### src/rtl/core/tmps_pkg.sv
package tmps_pkg;

  localparam int SUM_W          = 22;
  localparam int NR_W           = 7;
  localparam int APB_DW         = 32;
  localparam int APB_AW         = 3;
  localparam int DEF_MAX_ROWS   = 64;
  localparam int DEF_VALUE_BITS = 16;

  localparam logic signed [SUM_W-1:0] SUM_MAX = 22'sh1FFFFF;
  localparam logic signed [SUM_W-1:0] SUM_MIN = -22'sh200000;

  localparam logic [NR_W-1:0]   NUM_ROWS_RESET = 7'd1;
  localparam logic [APB_AW-1:0] NUM_ROWS_ADDR  = 3'd0;

  typedef struct packed {
    logic row0;
    logic col0;
    logic has_old;
    logic end_row;
    logic last_row;
    logic fwd;
  } item_ctl_t;

endpackage

### src/rtl/core/tmps_ram.sv
module tmps_ram #(
  parameter int WIDTH = 22,
  parameter int DEPTH = 64,
  localparam int AW = (DEPTH > 1) ? $clog2(DEPTH) : 1
) (
  input  logic             clk_i,
  input  logic             we_i,
  input  logic [AW-1:0]    waddr_i,
  input  logic [WIDTH-1:0] wdata_i,
  input  logic             re_i,
  input  logic [AW-1:0]    raddr_i,
  output logic [WIDTH-1:0] rdata_o
);

  logic [WIDTH-1:0] mem_q [DEPTH];
  logic [WIDTH-1:0] rdata_q;

  always_ff @(posedge clk_i) begin
    if (we_i) begin
      mem_q[waddr_i] <= wdata_i;
    end
    if (re_i) begin
      rdata_q <= mem_q[raddr_i];
    end
  end

  assign rdata_o = rdata_q;

endmodule

### src/rtl/core/tmps_front.sv
module tmps_front import tmps_pkg::*; #(
  parameter int MAX_ROWS   = DEF_MAX_ROWS,
  parameter int VALUE_BITS = DEF_VALUE_BITS,
  localparam int AW = (MAX_ROWS > 1) ? $clog2(MAX_ROWS) : 1
) (
  input  logic                         clk_i,
  input  logic                         rst_ni,
  input  logic                         in_valid_i,
  output logic                         in_ready_o,
  input  logic signed [VALUE_BITS-1:0] value_i,
  input  logic [NR_W-1:0]              num_rows_i,
  input  logic                         adv_i,
  output logic                         s0_valid_o,
  output logic signed [VALUE_BITS-1:0] value_o,
  output item_ctl_t                    ctl_o,
  output logic [AW-1:0]                col_o,
  output logic                         rd_en_o,
  output logic [AW-1:0]                rd_addr_o
);

  localparam int CLW = $clog2(MAX_ROWS + 1);
  localparam int EW  = (CLW > NR_W) ? CLW + 1 : NR_W + 1;

  logic [AW-1:0]                row_q, row_d;
  logic [AW-1:0]                col_q, col_d;
  logic                         s0_valid_q, s0_valid_d;
  logic signed [VALUE_BITS-1:0] value_q;
  item_ctl_t                    ctl_q, ctl_d;
  logic [AW-1:0]                s0_col_q;
  logic [EW-1:0]                nr_ext, nr_eff;
  logic                         accept;

  always_comb begin
    nr_ext = EW'(num_rows_i);
    if (nr_ext == '0) begin
      nr_eff = EW'(1);
    end else if (nr_ext > EW'(MAX_ROWS)) begin
      nr_eff = EW'(MAX_ROWS);
    end else begin
      nr_eff = nr_ext;
    end
  end

  assign in_ready_o = !s0_valid_q || adv_i;
  assign accept     = in_valid_i && in_ready_o;

  always_comb begin
    ctl_d.row0     = (row_q == '0);
    ctl_d.col0     = (col_q == '0);
    ctl_d.has_old  = (col_q < row_q);
    ctl_d.end_row  = (col_q >= row_q);
    ctl_d.last_row = ((EW'(row_q) + EW'(1)) >= nr_eff);
    ctl_d.fwd      = s0_valid_q && adv_i && (s0_col_q == col_q);

    row_d = row_q;
    col_d = col_q;
    if (accept) begin
      if (ctl_d.end_row) begin
        col_d = '0;
        row_d = ctl_d.last_row ? '0 : row_q + AW'(1);
      end else begin
        col_d = col_q + AW'(1);
      end
    end

    s0_valid_d = s0_valid_q;
    if (accept) begin
      s0_valid_d = 1'b1;
    end else if (adv_i) begin
      s0_valid_d = 1'b0;
    end
  end

  always_ff @(posedge clk_i or negedge rst_ni) begin
    if (!rst_ni) begin
      row_q      <= '0;
      col_q      <= '0;
      s0_valid_q <= 1'b0;
      ctl_q      <= '0;
    end else begin
      row_q      <= row_d;
      col_q      <= col_d;
      s0_valid_q <= s0_valid_d;
      if (accept) begin
        ctl_q <= ctl_d;
      end
    end
  end

  always_ff @(posedge clk_i) begin
    if (accept) begin
      value_q  <= value_i;
      s0_col_q <= col_q;
    end
  end

  assign s0_valid_o = s0_valid_q;
  assign value_o    = value_q;
  assign ctl_o      = ctl_q;
  assign col_o      = s0_col_q;
  assign rd_en_o    = accept;
  assign rd_addr_o  = col_q;

endmodule

### src/rtl/core/tmps_update.sv
module tmps_update import tmps_pkg::*; #(
  parameter int VALUE_BITS = DEF_VALUE_BITS,
  parameter int AW         = 6
) (
  input  logic                         clk_i,
  input  logic                         rst_ni,
  input  logic                         s0_valid_i,
  input  logic signed [VALUE_BITS-1:0] value_i,
  input  item_ctl_t                    ctl_i,
  input  logic [AW-1:0]                col_i,
  input  logic [SUM_W-1:0]             rd_data_i,
  output logic                         adv_o,
  output logic                         wr_en_o,
  output logic [AW-1:0]                wr_addr_o,
  output logic [SUM_W-1:0]             wr_data_o,
  output logic                         out_valid_o,
  input  logic                         out_ready_i,
  output logic signed [SUM_W-1:0]      min_sum_o
);

  localparam int SW = ((VALUE_BITS > SUM_W) ? VALUE_BITS : SUM_W) + 1;
  localparam logic signed [SW-1:0] SMAX = SW'(SUM_MAX);
  localparam logic signed [SW-1:0] SMIN = SW'(SUM_MIN);

  logic signed [SUM_W-1:0] held_q, held_d;
  logic signed [SUM_W-1:0] bottom_q, bottom_d;
  logic signed [SUM_W-1:0] fwd_data_q;
  logic                    out_valid_q, out_valid_d;
  logic signed [SUM_W-1:0] min_sum_q, min_sum_d;

  logic signed [SUM_W-1:0] old, parent, fresh, best;
  logic signed [SW-1:0]    sum;
  logic                    res;

  always_comb begin
    old = '0;
    if (ctl_i.has_old) begin
      old = ctl_i.fwd ? fwd_data_q : $signed(rd_data_i);
    end

    if (ctl_i.row0) begin
      parent = '0;
    end else if (ctl_i.col0) begin
      parent = old;
    end else if (ctl_i.end_row) begin
      parent = held_q;
    end else begin
      parent = (held_q < old) ? held_q : old;
    end

    sum = SW'(value_i) + SW'(parent);
    if (sum > SMAX) begin
      fresh = SUM_MAX;
    end else if (sum < SMIN) begin
      fresh = SUM_MIN;
    end else begin
      fresh = sum[SUM_W-1:0];
    end

    best  = (ctl_i.last_row && (fresh < bottom_q)) ? fresh : bottom_q;
    res   = ctl_i.end_row && ctl_i.last_row;
    adv_o = s0_valid_i && (!res || !out_valid_q || out_ready_i);

    held_d   = held_q;
    bottom_d = bottom_q;
    if (adv_o) begin
      held_d   = ctl_i.end_row ? '0 : old;
      bottom_d = res ? SUM_MAX : best;
    end

    out_valid_d = out_valid_q;
    min_sum_d   = min_sum_q;
    if (adv_o && res) begin
      out_valid_d = 1'b1;
      min_sum_d   = best;
    end else if (out_ready_i) begin
      out_valid_d = 1'b0;
    end
  end

  always_ff @(posedge clk_i or negedge rst_ni) begin
    if (!rst_ni) begin
      held_q      <= '0;
      bottom_q    <= SUM_MAX;
      out_valid_q <= 1'b0;
    end else begin
      held_q      <= held_d;
      bottom_q    <= bottom_d;
      out_valid_q <= out_valid_d;
    end
  end

  always_ff @(posedge clk_i) begin
    min_sum_q <= min_sum_d;
    if (adv_o) begin
      fwd_data_q <= fresh;
    end
  end

  assign wr_en_o     = adv_o;
  assign wr_addr_o   = col_i;
  assign wr_data_o   = fresh;
  assign out_valid_o = out_valid_q;
  assign min_sum_o   = min_sum_q;

endmodule

### src/rtl/core/triangle_min_path_sum_top.sv
// Minimum top-to-bottom path sum of a number triangle.
// Input channel: in_valid_i/in_ready_o carry one triangle entry per word on
// value_i, row-major, top row first; row i holds i+1 entries.
// Output channel: out_valid_o/out_ready_i carry one word on min_sum_o per
// triangle, produced by the triangle's last entry. Other entries give none.
// num_rows sits at APB byte address 0; 0 acts as 1, above MAX_ROWS as
// MAX_ROWS. Write it only while the block is idle.
// Throughput: one entry per cycle while no result stalls. Each entry does one
// row buffer read, one add, one saturation and two compares, then writes the
// buffer back. The last entry passes the input register, then its result
// goes to the result register; it waits in the input register while an
// earlier result is unread. The row buffer read is issued at accept; a write
// one entry back to the same column is forwarded.
// Reset: clears position, running minimum and the output register; num_rows
// returns to 1. The row buffer is not cleared, as every entry is written
// before it is read within a triangle.
// Receiver stall: the result word holds; entries keep flowing until the next
// result would need the output register, then in_ready_o drops.
module triangle_min_path_sum_top import tmps_pkg::*; #(
  parameter int MAX_ROWS   = DEF_MAX_ROWS,
  parameter int VALUE_BITS = DEF_VALUE_BITS
) (
  input  logic                         clk_i,
  input  logic                         rst_ni,
  input  logic                         in_valid_i,
  output logic                         in_ready_o,
  input  logic signed [VALUE_BITS-1:0] value_i,
  output logic                         out_valid_o,
  input  logic                         out_ready_i,
  output logic signed [SUM_W-1:0]      min_sum_o,
  input  logic                         psel,
  input  logic                         penable,
  input  logic                         pwrite,
  input  logic [APB_AW-1:0]            paddr,
  input  logic [APB_DW-1:0]            pwdata,
  output logic [APB_DW-1:0]            prdata,
  output logic                         pready
);

  localparam int AW = (MAX_ROWS > 1) ? $clog2(MAX_ROWS) : 1;

  logic [NR_W-1:0]              num_rows_q;
  logic                         adv;
  logic                         s0_valid;
  logic signed [VALUE_BITS-1:0] s0_value;
  item_ctl_t                    s0_ctl;
  logic [AW-1:0]                s0_col;
  logic                         rd_en, wr_en;
  logic [AW-1:0]                rd_addr, wr_addr;
  logic [SUM_W-1:0]             rd_data, wr_data;

  assign pready = 1'b1;

  always_ff @(posedge clk_i or negedge rst_ni) begin
    if (!rst_ni) begin
      num_rows_q <= NUM_ROWS_RESET;
    end else if (psel && penable && pwrite && pready && (paddr == NUM_ROWS_ADDR)) begin
      num_rows_q <= pwdata[NR_W-1:0];
    end
  end

  assign prdata = (paddr == NUM_ROWS_ADDR) ? APB_DW'(num_rows_q) : '0;

  tmps_front #(
    .MAX_ROWS  (MAX_ROWS),
    .VALUE_BITS(VALUE_BITS)
  ) u_front (
    .clk_i     (clk_i),
    .rst_ni    (rst_ni),
    .in_valid_i(in_valid_i),
    .in_ready_o(in_ready_o),
    .value_i   (value_i),
    .num_rows_i(num_rows_q),
    .adv_i     (adv),
    .s0_valid_o(s0_valid),
    .value_o   (s0_value),
    .ctl_o     (s0_ctl),
    .col_o     (s0_col),
    .rd_en_o   (rd_en),
    .rd_addr_o (rd_addr)
  );

  tmps_ram #(
    .WIDTH(SUM_W),
    .DEPTH(MAX_ROWS)
  ) u_row_best (
    .clk_i  (clk_i),
    .we_i   (wr_en),
    .waddr_i(wr_addr),
    .wdata_i(wr_data),
    .re_i   (rd_en),
    .raddr_i(rd_addr),
    .rdata_o(rd_data)
  );

  tmps_update #(
    .VALUE_BITS(VALUE_BITS),
    .AW        (AW)
  ) u_update (
    .clk_i      (clk_i),
    .rst_ni     (rst_ni),
    .s0_valid_i (s0_valid),
    .value_i    (s0_value),
    .ctl_i      (s0_ctl),
    .col_i      (s0_col),
    .rd_data_i  (rd_data),
    .adv_o      (adv),
    .wr_en_o    (wr_en),
    .wr_addr_o  (wr_addr),
    .wr_data_o  (wr_data),
    .out_valid_o(out_valid_o),
    .out_ready_i(out_ready_i),
    .min_sum_o  (min_sum_o)
  );

endmodule

### config.mk
export PLATFORM = sky130hd
export DESIGN_NAME = triangle_min_path_sum_top
export DESIGN_NICKNAME = d
export VERILOG_FILES = /design/src/rtl/core/tmps_pkg.sv /design/src/rtl/core/tmps_ram.sv /design/src/rtl/core/tmps_front.sv /design/src/rtl/core/tmps_update.sv /design/src/rtl/core/triangle_min_path_sum_top.sv
export SDC_FILE = /design/constraint.sdc
export NUM_CORES = 2
export LEC_CHECK = 0
export ABC_AREA = 0
export BUFFER_PORTS_ARGS = -buffer_cell sky130_fd_sc_hd__buf_4
export CORE_MARGIN = 10
export CORE_UTILIZATION = 45
export DETAILED_ROUTE_END_ITERATION = 16
export PLACE_DENSITY = 0.73
export SYNTH_ARGS = -nofsm -noshare
export SYNTH_HDL_FRONTEND = slang
export SYNTH_SLANG_ARGS = --single-unit
### constraint.sdc
create_clock -name clk_i -period 9.2 [get_ports clk_i]
set_clock_uncertainty 0.1 [all_clocks]
set_input_delay 0.46 -clock clk_i [delete_from_list [all_inputs] [get_ports clk_i]]
set_output_delay 0.46 -clock clk_i [all_outputs]
set_load 0.02 [all_outputs]
# == Word level (Yosys, flattened, before mapping) ==
# Memories as Yosys holds them, arrays and structs flattened. A register that Yosys moved wholly into a read port is not among the register bits.
# Index checks and enable logic that the tools add are counted.
# classes
mux,22
n_reduce_logical,23
magnitude_cmp,8
n_eq_ne,1
n_addsub,4
# ops
op,count
$mux W22,11
$lt A22 B22 Y1,2
$add A16 B22 Y23,1
$gt A23 B22 Y1 const B,1
$lt A23 B22 Y1 const B,1
$mux W7,3
$add A6 B1 Y6 const B,2
$logic_not A6 Y1,2
$mux W6,2
$logic_and A1 B1 Y1,10
$ge A8 B7 Y1,1
$add A6 B1 Y7 const B,1
$gt A7 B7 Y1 const B,1
$logic_not A7 Y1,1
$eq A6 B6 Y1,1
$ge A6 B6 Y1,1
$lt A6 B6 Y1,1
$mux W1,6
$reduce_bool A2 Y1,2
$logic_not A1 Y1,3
$logic_not A3 Y1,1
$logic_or A1 B1 Y1,3
$reduce_and A2 Y1,1
# word_totals
n_memories,1
regBits,137
mem_bits_rw,1408
wordCells,76
inputBits,58
output_inout_bits,57
# mem_list
name,words,width,rd,rd_clocked_by_memory_dff,write_ports,line_no,text
u_row_best.mem_q,64,22,1,1,1,tmps_ram.sv:15,logic [WIDTH-1:0] mem_q [DEPTH];

# == Logic depth before layout (Yosys ltp) ==
# logic_depth
ltp_word,15
depth_mapped,36

# == By module ==
# A second synthesis with hierarchy kept.
# hier_totals
cells_unflattened,3222
area_unflattened_um2,63756.1
# by_module_without_submodules
module,n_inst,area_each_um2,cells_per_inst,seq_area_each_um2
tmps_ram,1,54481.0,2349,42941.2
tmps_update,1,6708.9,649,2473.6
tmps_front,1,2025.7,172,1136.1
triangle_min_path_sum_top,1,540.5,52,176.4

# == Worst setup path after synthesis ==
# OpenSTA, ideal clock, no wires.
# synth_path
kind,reg2reg
startpoint,"register u_front.ctl_q, in the netlist u_front.ctl_o[0]"
endpoint,register u_update.min_sum_q[15] (netlist: u_update.min_sum_o[15]) (data pin)
setup_ns,0.263
stages_incl_launch_ff,35
setup_slack_ns,-0.655
t_required_ns,8.837
arrival_ns,9.492
cell_sequence,dfrtp_1 -> clkbuf_1 -> mux2_2 -> nand2_1 -> ha_1 -> nand4_1 -> nor4_1 -> nand2_1 -> a21oi_1 -> a21o_1 -> a211oi_1 -> a311oi_1 -> clkbuf_1 -> nand2_1 -> a21oi_1 -> ha_1 -> buf_2 -> a21oi_1 -> o211ai_2 -> a22o_1 -> or3_1 -> buf_2 -> xnor2_2 -> nand2_1 -> a21oi_1 -> ha_1 -> a21o_1 -> a21o_1 -> a221o_1 -> a22oi_1 -> or4b_4 -> nor4_4 -> o21ai_4 -> buf_4 -> mux2_2
# synth_via
elab_chain_cells,14
word_cells_on_any_way,15
classes_between,add/sub (1); order compare (4); mux (9); reduce/logical (1)
# synth_rtl
item,line_no,text
from (decl),tmps_front.sv:28,"item_ctl_t ctl_q, ctl_d;"
from (signal assigned),tmps_front.sv:85,ctl_q <= ctl_d;
$mux W22 *,tmps_update.sv:38,old = ctl_i.fwd ? fwd_data_q : $signed(rd_data_i);
$mux W22 *,tmps_update.sv:37,if (ctl_i.has_old) begin
$lt A22 B22 Y1,tmps_update.sv:48,parent = (held_q < old) ? held_q : old;
$mux W22,tmps_update.sv:48,
$mux W22,tmps_update.sv:45,end else if (ctl_i.end_row) begin
$mux W22 *,tmps_update.sv:43,end else if (ctl_i.col0) begin
$mux W22 *,tmps_update.sv:41,if (ctl_i.row0) begin
$add A16 B22 Y23 *,tmps_update.sv:51,sum = SW'(value_i) + SW'(parent);
$lt A23 B22 Y1,tmps_update.sv:54,end else if (sum < SMIN) begin
$mux W22,tmps_update.sv:54,
$mux W22 *,tmps_update.sv:52,if (sum > SMAX) begin
via u_row_best.wdata_i[15],tmps_ram.sv:9,"input logic [WIDTH-1:0] wdata_i,"
$lt A22 B22 Y1,tmps_update.sv:60,best = (ctl_i.last_row && (fresh < bottom_q)) ? fresh : bottom_q;
$logic_and A1 B1 Y1,tmps_update.sv:60,
$mux W22 *,tmps_update.sv:60,
via u_update.best[15],tmps_update.sv:31,"logic signed [SUM_W-1:0] old, parent, fresh, best;"
to (signal assigned),tmps_update.sv:94,min_sum_q <= min_sum_d;
to (decl),tmps_update.sv:29,"logic signed [SUM_W-1:0] min_sum_q, min_sum_d;"
# The timed path passes the listed nets; every way through them passes the cells marked *.
# A chain may end at the register's enable or synchronous reset.

# == Worst setup path in the final report ==
# layout_path
startpoint,"register u_front.ctl_q, in the netlist u_front.ctl_o[0]"
endpoint,register u_update.bottom_q[8]
# layout_via
elab_chain_cells,15
word_cells_on_any_way,16
classes_between,add/sub (1); order compare (4); mux (10); reduce/logical (1)
# layout_rtl
item,line_no,text
$mux W22 *,tmps_update.sv:38,
$mux W22 *,tmps_update.sv:37,
$lt A22 B22 Y1,tmps_update.sv:48,
$mux W22,tmps_update.sv:48,
$mux W22,tmps_update.sv:45,
$mux W22 *,tmps_update.sv:43,
$mux W22 *,tmps_update.sv:41,
$add A16 B22 Y23 *,tmps_update.sv:51,
$lt A23 B22 Y1,tmps_update.sv:54,
$mux W22,tmps_update.sv:54,
$mux W22 *,tmps_update.sv:52,
via u_row_best.wdata_i[5],tmps_ram.sv:9,
$lt A22 B22 Y1 *,tmps_update.sv:60,
$logic_and A1 B1 Y1 *,tmps_update.sv:60,
$mux W22 *,tmps_update.sv:60,
$mux W22 *,tmps_update.sv:68,bottom_d = res ? SUM_MAX : best;
to (signal assigned),tmps_update.sv:88,bottom_q <= bottom_d;
to (decl),tmps_update.sv:26,"logic signed [SUM_W-1:0] bottom_q, bottom_d;"
# Marked as above.

==> flow_summary_export.csv <==
group,metric,value,unit
detailed_routing,dr.pass1.iters,5,
synth,synth_top_area_cell,"edfxtp_1",
placement,dp_cells,4873,
synth,netlist.area_leader.share,71.2,%
worst_setup_path,reg2reg_slack,430,ps
final_layout,diodes,0,
worst_setup_path,required,9770,ps
placement,port_buffers,63,
grt,grt_pass1_wl,218,mm
timing,hold_viol_final,0,
placement,dp_slack,149,ps
timing,rsz0062_at_grt,"no",
floorplan,num_rows,137,
synth,seq_area_frac_synth,74.0,%
outcome,status,"completed",
grt,grt_pass1_vias,31300,
grt,grt_max_degree,108,
floorplan,start_util,45.3,%
detailed_routing,drt-initial-drc-count,3900,
worst_setup_path,worst_setup_path_end_kind,"register",
cts,htree_levels,4,
cts,cts_buffer_depth,3,
cts,cts.clk_slew.worst_paths,60,ps
cts,cts_sinks,1567,
synth,yosysMostFrequentCell,"edfxtp_1",
floorplan,die_x,394,µm
detailed_routing,via_count,31200,
final_layout,syn2layout_area_growth,13.7,%
final_layout,nNetsFinal,3325,
detailed_routing,drt-wirelength-per-cell,28.6,µm
hold_path,holdPathStages,3,
timing,setup-violations-final,0,
synth,yosysUniqueCellTypes,72,
cts,cts_tree,"built",
detailed_routing,final_antenna_net_count,0,
synth,yosys_warnings,0,
synth,synth_seq_cells,1567,
detailed_routing,drt_drc_violations_left,0,
grt,overflow,0,
worst_setup_path,reg2reg_from,"u_front.ctl_o[0]$_DFFE_PN0P_",
detailed_routing,routed_wl,148,mm
cts,clock_latency,760,ps
grt,grt.total_usage,18.8,%
worst_setup_path,cp-start-kind,"register",
floorplan,core-area,139000,µm²
timing,fmax,114,MHz
timing,period_needed,8770,ps
synth,syn_inst,2973,
floorplan,die_h,394,µm
worst_setup_path,critPathKind,"register to register",
worst_setup_path,crit_slowest_cell,"or4b_4",
final_layout,finalCoreUtilization,51.5,%
placement,place_congestion,0.845,
final_layout,fillers,10500,
cts,cts_buffers,154,
synth,ys_top_cells_by_count,"edfxtp_1, mux4_2, nand2_1, nor2_1, clkbuf_1",
timing,layout_setup_ws,425,ps
hold_path,whs_endpoint,"num_rows_q[6]$_DFFE_PN0P_",
timing,worst_pin_slew,1200,ps
run,max-cap-violations,0,
synth,synth_area,63100,µm²
synth,async_reset_ff_share,4.53,%
detailed_routing,vias_per_cell,6.01,
timing,period_share,95.4,%
worst_setup_path,reg2regPathDepth,32,
synth,synth_edf_count,1496,
timing,slew_viol_final,0,
synth,synth_flop_cell,"edfxtp_1",
synth,avgSynthCellArea,21.2,µm²
hold_path,min_from,"penable",
floorplan,die_area,156000,µm²
worst_setup_path,crit_fanout,27,
floorplan,ios,115,
synth,yosys-top-cells-area,"edfxtp_1, mux4_2, dfrtp_1, ha_1, dfstp_2",
worst_setup_path,arrival,9340,ps
hold_path,hold_class,"input pin to register",
placement,dp_hpwl,80.0,mm
cts,clockRootBuffer,"clkbuf_16",
final_layout,final_cells,5187,
grt,antenna_found_initial,11,
timing,tns,0,ps
timing,maxSlewHeadroom,19.9,%
worst_setup_path,max_stage_delay,520,ps
final_layout,drive_above_1_share,32.4,%
worst_setup_path,r2r_end,"u_update.bottom_q[8]$_DFFE_PN1P_",
## cell type report
| cell class | instances | area (µm²) | area share [%] |
|---|---|---|---|
| Clock buffer | 190 | 4030 | 5.62 |
| Clock inverter | 92 | 841 | 1.17 |
| Tap cell | 1876 | 2350 | 3.27 |
| Multi-Input combinational cell | 1211 | 16000 | 22.2 |
| Timing Repair Buffer | 208 | 1690 | 2.36 |
| Inverter | 43 | 161 | 0.225 |
| Sequential cell | 1567 | 46700 | 65.1 |
## critical path, delay by kind of cell (launching register included)
kind,cells,cell delay [ps]
xor gates and xnor gates,1,340
AOI/OAI and AO/OA,13,2730
DFF,1,460
buffers and inverters,3,690
adders and majority gates,3,910
and+or+nand+nor,11,3160
muxes,1,240
## state kept, by name, summed over array words and instances, names as in the netlist, 7 cells and up
signal	cells
u_front.value_o	16
u_update.fwd_data_q	22
u_update.held_q	22
u_row_best.rdata_o	22
u_row_best.mem_q	1408
num_rows_q	7
u_update.bottom_q	22
u_update.min_sum_o	22
## per-layer routing
metal / share of wire [%] / GRT usage, %
met2: 49 / 30.3
met1: 40 / 26.3
met3: 8.7 / 3.33
met5: 0 / 0
met4: 2.6 / 5.55
## cell families (layout without fill, tap and decap cells)
kind of cell	after synthesis	after routing	synth area share, %
AOI/OAI and AO/OA	233	234	2.47
xor gates and xnor gates	32	32	0.456
adders and majority gates	85	85	1.69
buffers and inverters	221	533	1.54
DFF	1567	1567	74.0
muxes	514	514	17.4
other	2	26	0.0119
and+or+nand+nor	319	320	2.38
## stage by stage
step	hold WS (ps)	cell area, µm²
2_1_floorplan	64.4	63200
3_3_place_gp	391	66500
3_5_place_dp	401	66500
4_1_cts	131	71700
5_1_grt	227	71800
6_report	172	71800
## layout by cell type (no fill, tap or decap), types with 6 or more instances in the layout
cell / Yosys / final
edfxtp_1: 1496 / 1496
mux4_2: 462 / 462
buf_4: 29 / 176
clkbuf_16: 0 / 156
nand2_1: 110 / 108
ha_1: 81 / 81
nor2_2: 1 / 65
a21oi_1: 75 / 64
mux2_2: 48 / 48
dfrtp_1: 49 / 43
inv_1: 41 / 40
clkbuf_1: 91 / 34
clkinv_2: 0 / 33
o21ai_0: 31 / 31
nor2_1: 95 / 29
clkinv_1: 2 / 29
a21o_1: 27 / 27
conb_1: 2 / 26
dlygate4sd3_1: 0 / 26
o31ai_1: 23 / 23
nand3_1: 22 / 22
dfstp_2: 22 / 22
or2_2: 21 / 21
o22a_1: 21 / 21
xnor2_1: 18 / 18
a21oi_4: 0 / 18
nand4_1: 13 / 13
xor2_1: 13 / 13
nor3_1: 12 / 12
bufinv_16: 0 / 11
and2_1: 9 / 9
o21a_1: 8 / 8
inv_6: 0 / 7
nand2b_1: 6 / 6
clkinvlp_4: 0 / 6
## how the worst max path moves through the flow
stage	from	endpoint	slack, ps
final	u_front.ctl_o[0]$_DFFE_PN0P_	u_update.bottom_q[8]$_DFFE_PN1P_	430
after floorplan	u_front.ctl_o[0]$_DFFE_PN0P_	u_update.min_sum_o[15]$_DFFE_PP_	30
after detailed placement	u_front.ctl_o[0]$_DFFE_PN0P_	u_update.bottom_q[19]$_DFFE_PN1P_	150
after global routing	u_front.ctl_o[0]$_DFFE_PN0P_	u_update.bottom_q[8]$_DFFE_PN1P_	5
after CTS	u_front.ctl_o[0]$_DFFE_PN0P_	u_update.bottom_q[19]$_DFFE_PN1P_	80
after global placement	u_front.ctl_o[0]$_DFFE_PN0P_	u_update.bottom_q[21]$_DFFE_PN0P_	340
## repair_timing
action	4_1_cts	5_1_grt
endpoints found under the hold margin	77	0
buffers inserted	0	4
setup endpoints to repair	0	44
hold buffers	26	0
resized for setup	0	13
Power is not shown: default switching activity piles up to over one toggle a cycle in this logic, so the estimate is an artifact.
